<file path="config.mk">
export PLATFORM = sky130hd
export DESIGN_NAME = ogm_cell
export DESIGN_NICKNAME = d
export VERILOG_FILES = /design/src/ogm_pkg.sv /design/src/ogm_cell.sv
export SDC_FILE = /design/constraint.sdc
export NUM_CORES = 1
export LEC_CHECK = 0
export BUFFER_PORTS_ARGS = -buffer_cell sky130_fd_sc_hd__buf_2
export CELL_PAD_IN_SITES_DETAIL_PLACEMENT = 0
export CELL_PAD_IN_SITES_GLOBAL_PLACEMENT = 2
export CORE_UTILIZATION = 33
export DETAILED_ROUTE_END_ITERATION = 10
export PLACE_DENSITY = 0.95
export SETUP_SLACK_MARGIN = 0.15
export SYNTH_ARGS = -nofsm -noshare
export SYNTH_HDL_FRONTEND = slang
export SYNTH_SLANG_ARGS = --single-unit
</file>
<file path="constraint.sdc">
create_clock -name clk -period 5.4 [get_ports clk]
set_input_delay 0.54 -clock clk [delete_from_list [all_inputs] [get_ports clk]]
set_output_delay 0.54 -clock clk [all_outputs]
set_load 0.02 [all_outputs]
</file>
<file path="src/ogm_pkg.sv">
// ----------------------------------------------------------------------------
// ogm_pkg
// Types, codes and arithmetic helpers of the occupancy grid update merger.
// ----------------------------------------------------------------------------
package ogm_pkg;

	localparam int IDX_W  = 16;
	localparam int VAL_W  = 16;
	localparam int INC_W  = 9;
	localparam int CELL_W = 8;
	localparam int ADDR_W = 4;
	localparam int DATA_W = 32;

	localparam logic [1:0] KIND_EMPTY  = 2'd0;
	localparam logic [1:0] KIND_FULL   = 2'd1;
	localparam logic [1:0] KIND_COMMIT = 2'd2;
	localparam logic [1:0] KIND_READ   = 2'd3;

	localparam logic [2:0] ST_NEW     = 3'd0;
	localparam logic [2:0] ST_MERGED  = 3'd1;
	localparam logic [2:0] ST_DROPPED = 3'd2;
	localparam logic [2:0] ST_COMMIT  = 3'd3;
	localparam logic [2:0] ST_READ    = 3'd4;

	localparam logic [1:0] REG_EMPTY_INC  = 2'd0;
	localparam logic [1:0] REG_REPEAT_INC = 2'd1;
	localparam logic [1:0] REG_FULL_INC   = 2'd2;

	localparam logic signed [INC_W-1:0] EMPTY_INC_RST  = -9'sd2;
	localparam logic signed [INC_W-1:0] REPEAT_INC_RST = -9'sd2;
	localparam logic signed [INC_W-1:0] FULL_INC_RST   = 9'sd10;

	localparam logic signed [VAL_W:0]   PEND_MAX = 17'sd32767;
	localparam logic signed [VAL_W:0]   PEND_MIN = -17'sd32768;
	localparam logic signed [VAL_W+1:0] CELL_MAX = 18'sd255;

	typedef enum logic [5:0] {
		S_CLEAR = 6'b000001,
		S_IDLE  = 6'b000010,
		S_MARK  = 6'b000100,
		S_READ  = 6'b001000,
		S_CM_RD = 6'b010000,
		S_CM_WR = 6'b100000
	} state_t;

	typedef struct packed {
		logic                    upd;
		logic                    is_full;
		logic [IDX_W-1:0]        idx;
		logic signed [INC_W-1:0] new_inc;
		logic signed [INC_W-1:0] rep_inc;
		logic signed [INC_W-1:0] hit_inc;
	} cell_ctl_t;

	function automatic logic signed [VAL_W-1:0] sat_add(
		input logic signed [VAL_W-1:0] a,
		input logic signed [INC_W-1:0] b
	);
		logic signed [VAL_W:0] s;
		s = (VAL_W+1)'(a) + (VAL_W+1)'(b);
		if (s > PEND_MAX) begin
			s = PEND_MAX;
		end else if (s < PEND_MIN) begin
			s = PEND_MIN;
		end
		return s[VAL_W-1:0];
	endfunction

	function automatic logic [CELL_W-1:0] clamp_cell(
		input logic [CELL_W-1:0]       cur,
		input logic signed [VAL_W-1:0] inc
	);
		logic signed [VAL_W+1:0] s;
		s = $signed({{(VAL_W+2-CELL_W){1'b0}}, cur}) + (VAL_W+2)'(inc);
		if (s < 0) begin
			s = '0;
		end else if (s > CELL_MAX) begin
			s = CELL_MAX;
		end
		return s[CELL_W-1:0];
	endfunction

endpackage

</file>
<file path="src/ogm_cell.sv">
// ----------------------------------------------------------------------------
// ogm_cell
// One pending-update slot: holds a cell index and its signed increment,
// matches against the broadcast index and shifts toward the head on commit.
// ----------------------------------------------------------------------------
module ogm_cell (
	input  logic                           clk,
	input  ogm_pkg::cell_ctl_t             ctl,
	input  logic                           occupied,
	input  logic                           load,
	input  logic                           shift,
	input  logic [ogm_pkg::IDX_W-1:0]      nxt_index,
	input  logic signed [ogm_pkg::VAL_W-1:0] nxt_value,
	output logic [ogm_pkg::IDX_W-1:0]      index,
	output logic signed [ogm_pkg::VAL_W-1:0] value,
	output logic                           match
);
	import ogm_pkg::*;

	logic [IDX_W-1:0]        index_q;
	logic signed [VAL_W-1:0] value_q;
	logic signed [VAL_W-1:0] upd_value;

	assign index = index_q;
	assign value = value_q;
	assign match = occupied && (index_q == ctl.idx);

	always_comb begin
		upd_value = value_q;
		if (ctl.is_full) begin
			if (value_q < 0) begin
				upd_value = VAL_W'(ctl.hit_inc);
			end else begin
				upd_value = sat_add(value_q, ctl.hit_inc);
			end
		end else if (value_q <= 0) begin
			upd_value = sat_add(value_q, ctl.rep_inc);
		end
	end

	always_ff @(posedge clk) begin
		if (shift) begin
			index_q <= nxt_index;
			value_q <= nxt_value;
		end else if (load) begin
			index_q <= ctl.idx;
			value_q <= VAL_W'(ctl.new_inc);
		end else if (ctl.upd && match) begin
			value_q <= upd_value;
		end
	end

endmodule

</file>
Yosys cells after proc, flatten, opt, wreduce, memory -nomap -nowiden
Cells that the tools add are included.
{"block": "totals", "wordCells": 29, "out_inout_bits": 33, "reg_bits": 32, "input_bits": 81}
{"block": "op_classes", "muxes": 12, "n_eq_ne": 1, "order_cmp": 6, "n_reduce_logical": 6, "add_sub_neg": 2}
{"operator": "$mux 16", "n": 12}
{"operator": "$add 16x9->17", "n": 2}
{"operator": "$gt 17x16->1 const B", "n": 2}
{"operator": "$lt 17x16->1 const B", "n": 2}
{"operator": "$eq 16x16->1", "n": 1}
{"operator": "$le 16x1->1 const B", "n": 1}
{"operator": "$lt 16x1->1 const B", "n": 1}
{"operator": "$reduce_bool 4->1", "n": 1}
{"operator": "$reduce_bool 3->1", "n": 1}
{"operator": "$logic_and 1x1->1", "n": 2}
{"operator": "$reduce_and 2->1", "n": 1}
{"operator": "$reduce_bool 2->1", "n": 1}

Logic depth before layout (Yosys ltp)
Gate-level depths: netlist of the first run.
{"block": "depth", "depth_word": 9, "depth_mapped": 12}

Worst setup path before layout of the first run
Ideal clock, no wire load.
{"block": "synth_path", "path_kind": "register -> register", "start": "register value_q[0] (netlist: value[0])", "end": "register value_q[10] (netlist: value[10]) (data pin)", "path_stages_with_launch": 12, "setup_ps": 257, "arrival_time_ps": 2584, "path_buffers": 0, "setup_slack_ps": 2559, "path_cell_list": "edfxtp_1 > ha_1 > inv_1 > fa_1 > nand2b_1 > a21oi_2 > nor2_1 > o211a_1 > a311oi_1 > maj3_1 > o2111ai_1 > a32o_1"}
{"block": "synth_via", "elab_chain_len": 9}
{"element": "start, declared", "line": "ogm_cell.sv:21", "text": "logic signed [VAL_W-1:0] value_q;"}
{"element": "start signal, assigned", "line": "ogm_cell.sv:44", "text": "value_q <= nxt_value;"}
{"element": "start signal, assigned", "line": "ogm_cell.sv:47", "text": "value_q <= VAL_W'(ctl.new_inc);"}
{"element": "start signal, assigned", "line": "ogm_cell.sv:49", "text": "value_q <= upd_value;"}
{"element": "$add 16x9->17", "line": "ogm_pkg.sv:60", "text": "s = (VAL_W+1)'(a) + (VAL_W+1)'(b);"}
{"element": "$lt 17x16->1", "line": "ogm_pkg.sv:63", "text": "end else if (s < PEND_MIN) begin"}
{"element": "$mux 16", "line": "ogm_pkg.sv:63"}
{"element": "$mux 16", "line": "ogm_pkg.sv:61", "text": "if (s > PEND_MAX) begin"}
{"element": "$mux 16 (on tied branches)", "line": "ogm_cell.sv:36, ogm_cell.sv:31"}
{"element": "$mux 16 (*)", "line": "ogm_cell.sv:30", "text": "if (ctl.is_full) begin"}
{"element": "$mux 16 (*)", "line": "ogm_cell.sv:48", "text": "end else if (ctl.upd && match) begin"}
{"element": "$mux 16 (*)", "line": "ogm_cell.sv:45", "text": "end else if (load) begin"}
{"element": "$mux 16 (*)", "line": "ogm_cell.sv:42", "text": "if (shift) begin"}
Every way passes the cells marked *; elsewhere a longest branch is shown, timed or not. The select of a mux whose other input is x is not followed.
A chain may end at the register's enable or synchronous reset.

Worst setup path in the final report of the first run
{"block": "layout_path", "start": "register value_q[7] (netlist: value[7])", "end": "register value_q[10] (netlist: value[10]) (data pin)"}
The elaborated chain is that of the path after synthesis.

==> flow_summary.ini, run 1 <==
[floorplanning]
ios = 114
rows = 38
initial_core_util_pct = 33.8
dieArea_sq_um = 11500
die_h_um = 107
core_area_sq_um = 10800
die_w_um = 107

[cts]
root_buffer = clkbuf_8
cts_hold_buf = 0
cts_sinks = 32
clk_latency_ps = 280
post_cts_buffers = 0
cts_resized = 0
path_clk_slew_ps = 70
cts_tree = built
htree_levels = 2
clock_path_buffers = 2
cts_buffers = 5

[pwr]
cellPowerDensity_nw_per_um2 = 282
peakVddDrop_mv = 0.126
p_leak_nw = 1.87

[global_route]
grt_overflow_total = 0
antenna_found_initial = 0
track_usage_pct = 18.3
grt_pass1_vias = 3422
grt_pass1_wl_um = 16600
grt_max_degree = 29

[synth]
synth.yosys.seq_area_share_pct = 26.2
synth_area_sq_um = 3670
synthArstFlopShare_pct = 0
synthFlopType = edfxtp_1
postSynthCellCount = 402
yosysWarnings = 0
syn_nets = 517
avgSynthCellArea_sq_um = 9.12
synth-edff-count = 32
yosysUniqueCellTypes = 67
synth-seq-cells = 32

[sta]
finClkSkew_ps = 4.61
finalSetupViolCount = 0
maxSlewHeadroom_pct = 40.6
maxSlewViolCount = 0
period_minus_slack_ps = 3060
finalHoldViolCount = 0
rsz0062_at_grt = no
fin_setup_tns_ps = 0
period_share_pct = 56.6
max_freq_mhz = 327
tightest_slew_ps = 890

[routing]
num_vias = 3529
via_per_inst = 5.40
drt-wirelength-per-cell_um = 16.1
drtPass1Iterations = 4
drc = 0
drt_iter0_markers = 151
wl_um = 10500
final_antenna_net_count = 0

[layout]
fin_area_sq_um = 4470
post-route-util_pct = 41.3
diodes = 0
final_cell_mix = 113 x buf_2, 57 x a21oi_1, 32 x ha_1, 32 x edfxtp_1, 24 x nand2_1
seq_area_sq_um = 961
multi_input_area_sq_um = 2580
fin_cells = 654
mostFrequentLayoutCell = buf_2
fillers = 1110
area_growth_pct = 22.0
drive_gt1_share_pct = 31.3
fin_nets = 628

[placed_design]
hpwl_um = 8680
gp_congestion = 0.885
placed_area_sq_um = 4360
dp.cells = 646
numPortBuffers = 113

[setup_path]
startpoint_type = flip-flop
r2r_start = value[7]$_DFFE_PP_
rr_worst_depth = 9
rrSetupSlack_ps = 2340
crit_fanout = 13
crit_required_ps = 5440
path_class = flip-flop to flip-flop
arrival_ps = 3100
crit_path_end_kind = flip-flop
r2r-end = value[10]$_DFFE_PP_

[hold_path]
worst_hold_startpoint = nxt_value[15]
hold_class = input port to flip-flop
hold_path_depth = 3
hold-path-endpoint = value[15]$_DFFE_PP_

[outcome]
status = finished, final reports clean

[job]
maxCapViolations = 0
flip-flops by register name (all words and copies together), names as in the netlist:
signal	flops
value	16
index	16
stage by stage:
stage	power (mW)	hold WS, ps	worst slack, ps
6_report	1.26	553	2340
5_1_grt	1.35	540	2150
4_1_cts	1.26	542	2360
3_5_place_dp	1.03	844	2230
3_3_place_gp	1.02	833	2280
2_1_floorplan	0.858	719	2560
Yosys cell counts, drive strengths merged (16+ instances only):
cell    count  share of area [%]
xnor2      24                5.9
nand2      25                2.6
o21ai      18                2.7
mux2       16                4.9
nor2       18                1.8
a21oi      63                9.2
edfxtp     32                 26
inv        19                1.9
ha         32                 11
logic make-up after synthesis:
family                   count (synthesis)  share of synthesized area [%]
flip-flops                              32                           26.2
AO/OA/AOI/OAI                          164                           31.8
buffers and inverters                   31                           3.52
adder cells (fa/ha/maj)                 37                           12.8
XOR/XNOR                                34                           8.84
AND/OR/NAND/NOR                         87                           11.6
multiplexers                            17                           5.19
cell type report:
| class | instances | share of cell area, % |
|---|---|---|
| clock buffer | 6 | 1.62 |
| inverter | 21 | 1.76 |
| clock inverter | 2 | 0.783 |
| timing repair buffer | 114 | 12.8 |
| tap | 140 | 3.92 |
| sequential | 32 | 21.5 |
| multi-input combinational | 339 | 57.6 |
critical path, cell delays in order, from the launching register on:
cell and delay [ps]:
edfxtp_1 500, ha_1 420, a21oi_1 260, inv_1 70, a31oi_1 290, a21oi_2 100, o22ai_2 520, maj3_1 280
o2111ai_1 100, a32o_1 280
worst max-delay path by stage:
stage / startpoint / endpoint / slack, ps / cells after the start
4_1_cts: value[7]$_DFFE_PP_ / value[10]$_DFFE_PP_ / 2360 / 9
5_1_grt: value[7]$_DFFE_PP_ / value[10]$_DFFE_PP_ / 2150 / 9
6_report: value[7]$_DFFE_PP_ / value[10]$_DFFE_PP_ / 2340 / 9
3_3_place_gp: ctl[8] / value[10]$_DFFE_PP_ / 2280 / 9
2_1_floorplan: value[0]$_DFFE_PP_ / value[10]$_DFFE_PP_ / 2560 / 11
3_5_place_dp: ctl[8] / value[10]$_DFFE_PP_ / 2230 / 9
report_power, final:
part,leakage (nW),internal [mW],switching [mW]
Combinational,1.49,0.274,0.402
Sequential,0.325,0.313,0.0377
Clock,0.0552,0.137,0.0950
metal layers:
layer / wire length [um] / track usage [%] / vias up
li1: - / - / 1789
met1: 4820 / 23.9 / 1611
met2: 4910 / 31.6 / 118
met3: 662 / 3.15 / 11
met4: 130 / 3.91 / 0
met5: 0 / 0 / -
(Power assumes the default switching activity.)
==> run 2: changes to the inputs <==
- ABC_AREA: default -> 1
- CORE_UTILIZATION: 33 -> 27
- PLACE_DENSITY: 0.95 -> 0.93
- clock period: 5.4 -> 3.03 ns (I/O delays scaled with it)
==> flow_summary.ini, run 2 <==
[pwr]
cellPowerDensity_nw_per_um2 = 481
p_comb_share_pct = 54.6
peakVddDrop_mv = 0.394
total_power_mw = 2.41
clockPowerShare_pct = 19.8
pwr-share-seq_pct = 25.6
netSwitchingPower_mw = 1.08
cellInternalPower_mw = 1.33
sw_frac_of_total_pct = 44.9
p_leak_nw = 2.74

[setup_path]
cpPeakStageDelay_ps = 400
path_class = flip-flop to flip-flop
crit_fanout = 4
crit_chain = ha_1 > inv_1 > fa_1 > nand3b_1 > nand2_2 > nand2_1 > nand2_2 > nand2_1 > nand2_1 > nand2_1 > nand2_1 > inv_2 > nor2_1 > o21ai_0 > nand3_1 > nand2_1
crit_path_frequent_cell = nand2_1
rrSetupSlack_ps = 370
crit_required_ps = 3050
arrival_ps = 2680
startpoint_type = flip-flop
crit_path_end_kind = flip-flop
slowest_stage = fa_1

[sta]
finalSetupViolCount = 0
holdWs_ps = 293
tightest_slew_ps = 732
period_share_pct = 87.6
maxSlewViolCount = 0
finalHoldViolCount = 0
rsz0062_at_grt = no
setup_slack_ps = 375
maxSlewHeadroom_pct = 51.1
finClkSkew_ps = 9.21
fin_setup_tns_ps = 0
max_freq_mhz = 377
period_minus_slack_ps = 2660

[global_route]
grt_overflow_total = 0
grt_max_degree = 29
antenna_found_initial = 0
grt_pass1_vias = 4229
grt_pass1_wl_um = 21100
track_usage_pct = 18.0

[layout]
diodes = 0
final_cell_mix = 265 x nand2_1, 113 x buf_2, 72 x inv_1, 57 x nor2_1, 38 x a21oi_1
seq_area_sq_um = 961
mostFrequentLayoutCell = nand2_1
post-route-util_pct = 34.6
fin_nets = 880
multi_input_area_sq_um = 2750
fin_area_sq_um = 5010
area_growth_pct = 25.3
fin_cells = 950
drive_gt1_share_pct = 20.6
fillers = 1644

[routing]
drt_iter0_markers = 204
num_vias = 4308
drt-wirelength-per-cell_um = 14.0
final_antenna_net_count = 0
drtPass1Iterations = 4
wl_um = 13300
via_per_inst = 4.53
drc = 0

[floorplanning]
ios = 114
dieArea_sq_um = 15300
initial_core_util_pct = 27.6
core_area_sq_um = 14500
rows = 44
die_h_um = 124
die_w_um = 124

[synth]
synth.area.top_cells = nand2_1 26%, edfxtp_1 24%, ha_1 10%, inv_1 6.9%, nor2_1 5.4%
synth.most_common_cell = nand2_1
avgSynthCellArea_sq_um = 6.20
yosysWarnings = 0
synth.yosys.seq_area_share_pct = 24.0
synthArstFlopShare_pct = 0
synth-seq-cells = 32
syn_nets = 760
postSynthCellCount = 645
synth_top_cell_area_share_pct = 25.5
synthFlopType = edfxtp_1
synth-edff-count = 32
synth_common_cells = 272 x nand2_1, 73 x inv_1, 57 x nor2_1
yosysTopAreaCell = nand2_1
yosysUniqueCellTypes = 37
synth_area_sq_um = 4000

[cts]
cts_tree = built
htree_levels = 2
clk_latency_ps = 280
cts_hold_buf = 0
cts_sinks = 32
path_clk_slew_ps = 60
root_buffer = clkbuf_16
cts_buffers = 5
clock_path_buffers = 2

[placed_design]
gp_congestion = 0.845
dp.cells = 938
hpwl_um = 11000
place_ws_ps = 183
placed_area_sq_um = 4790
numPortBuffers = 113

[outcome]
status = finished, final reports clean

[hold_path]
hold_class = input port to flip-flop

[job]
maxCapViolations = 0
-- run 2: cell types whose count changed in the layout (fill, tap and decap cells not counted), moves of 11 or more --
cell / delta
nand2_1: +241
inv_1: +53
nor2_1: +39
nand3_1: +25
a21oi_1: -19
mux2_2: -16
nand2_2: +11
xnor2_1: -11
-- run 2: final cells by class --
type	instances	area share (%)
well taps	184	4.60
clock buffers	5	2.50
flip-flops and latches	32	19.2
multi-input cells	526	54.8
clock inverters	3	0.275
repair buffers	124	12.9
inverters	76	5.70
-- run 2: worst max-delay path: cells and delay by family (launching register included) --
kind	cells	cell delay, ps
buffers and inverters	2	150
DFF	1	380
and+or+nand+nor	11	1130
AOI/OAI and AO/OA	1	140
adders and majority gates	2	590
-- run 2: layer usage --
metal	share of wire, %	global-route usage (%)	wire [um]	vias to the layer above
met5	0	0	0	-
met2	44	29.6	5830	125
met4	0.81	3.39	108	0
met3	6.8	3.75	905	7
met1	48	24.2	6410	1860
li1	-	-	-	2316
-- run 2: what timing repair did --
action,4_1_cts,5_1_grt
buffers inserted,0,4
resized for setup,0,15
setup endpoints to repair,0,15
-- run 2: worst paths after layout --
path,from,end,cells past startpoint
min reg2reg,value[0]$_DFFE_PP_,value[0]$_DFFE_PP_,7
min,nxt_value[2],value[2]$_DFFE_PP_,3
max reg2reg,value[0]$_DFFE_PP_,value[8]$_DFFE_PP_,16
max,value[0]$_DFFE_PP_,value[8]$_DFFE_PP_,16
-- run 2: cell families (layout without fill, tap and decap cells) --
kind of cell    Yosys count  after routing  synth area share (%)
simple gates            394            394                  40.3
buf+inv                  87            208                  8.45
compound gates           69             69                  9.86
fa+ha+maj                34             34                  11.0
flops                    32             32                  24.0
xor+xnor                 29             29                  6.35
-- run 2: power groups by stage --
stage / Combinational, mW / Sequential [mW] / Clock, mW
floorplan: 0.852 / 0.673 / 0
global placement: 1.29 / 0.627 / 0
detailed placement: 1.26 / 0.628 / 0
CTS: 1.27 / 0.620 / 0.488
global route: 1.48 / 0.625 / 0.511
finish: 1.32 / 0.617 / 0.478
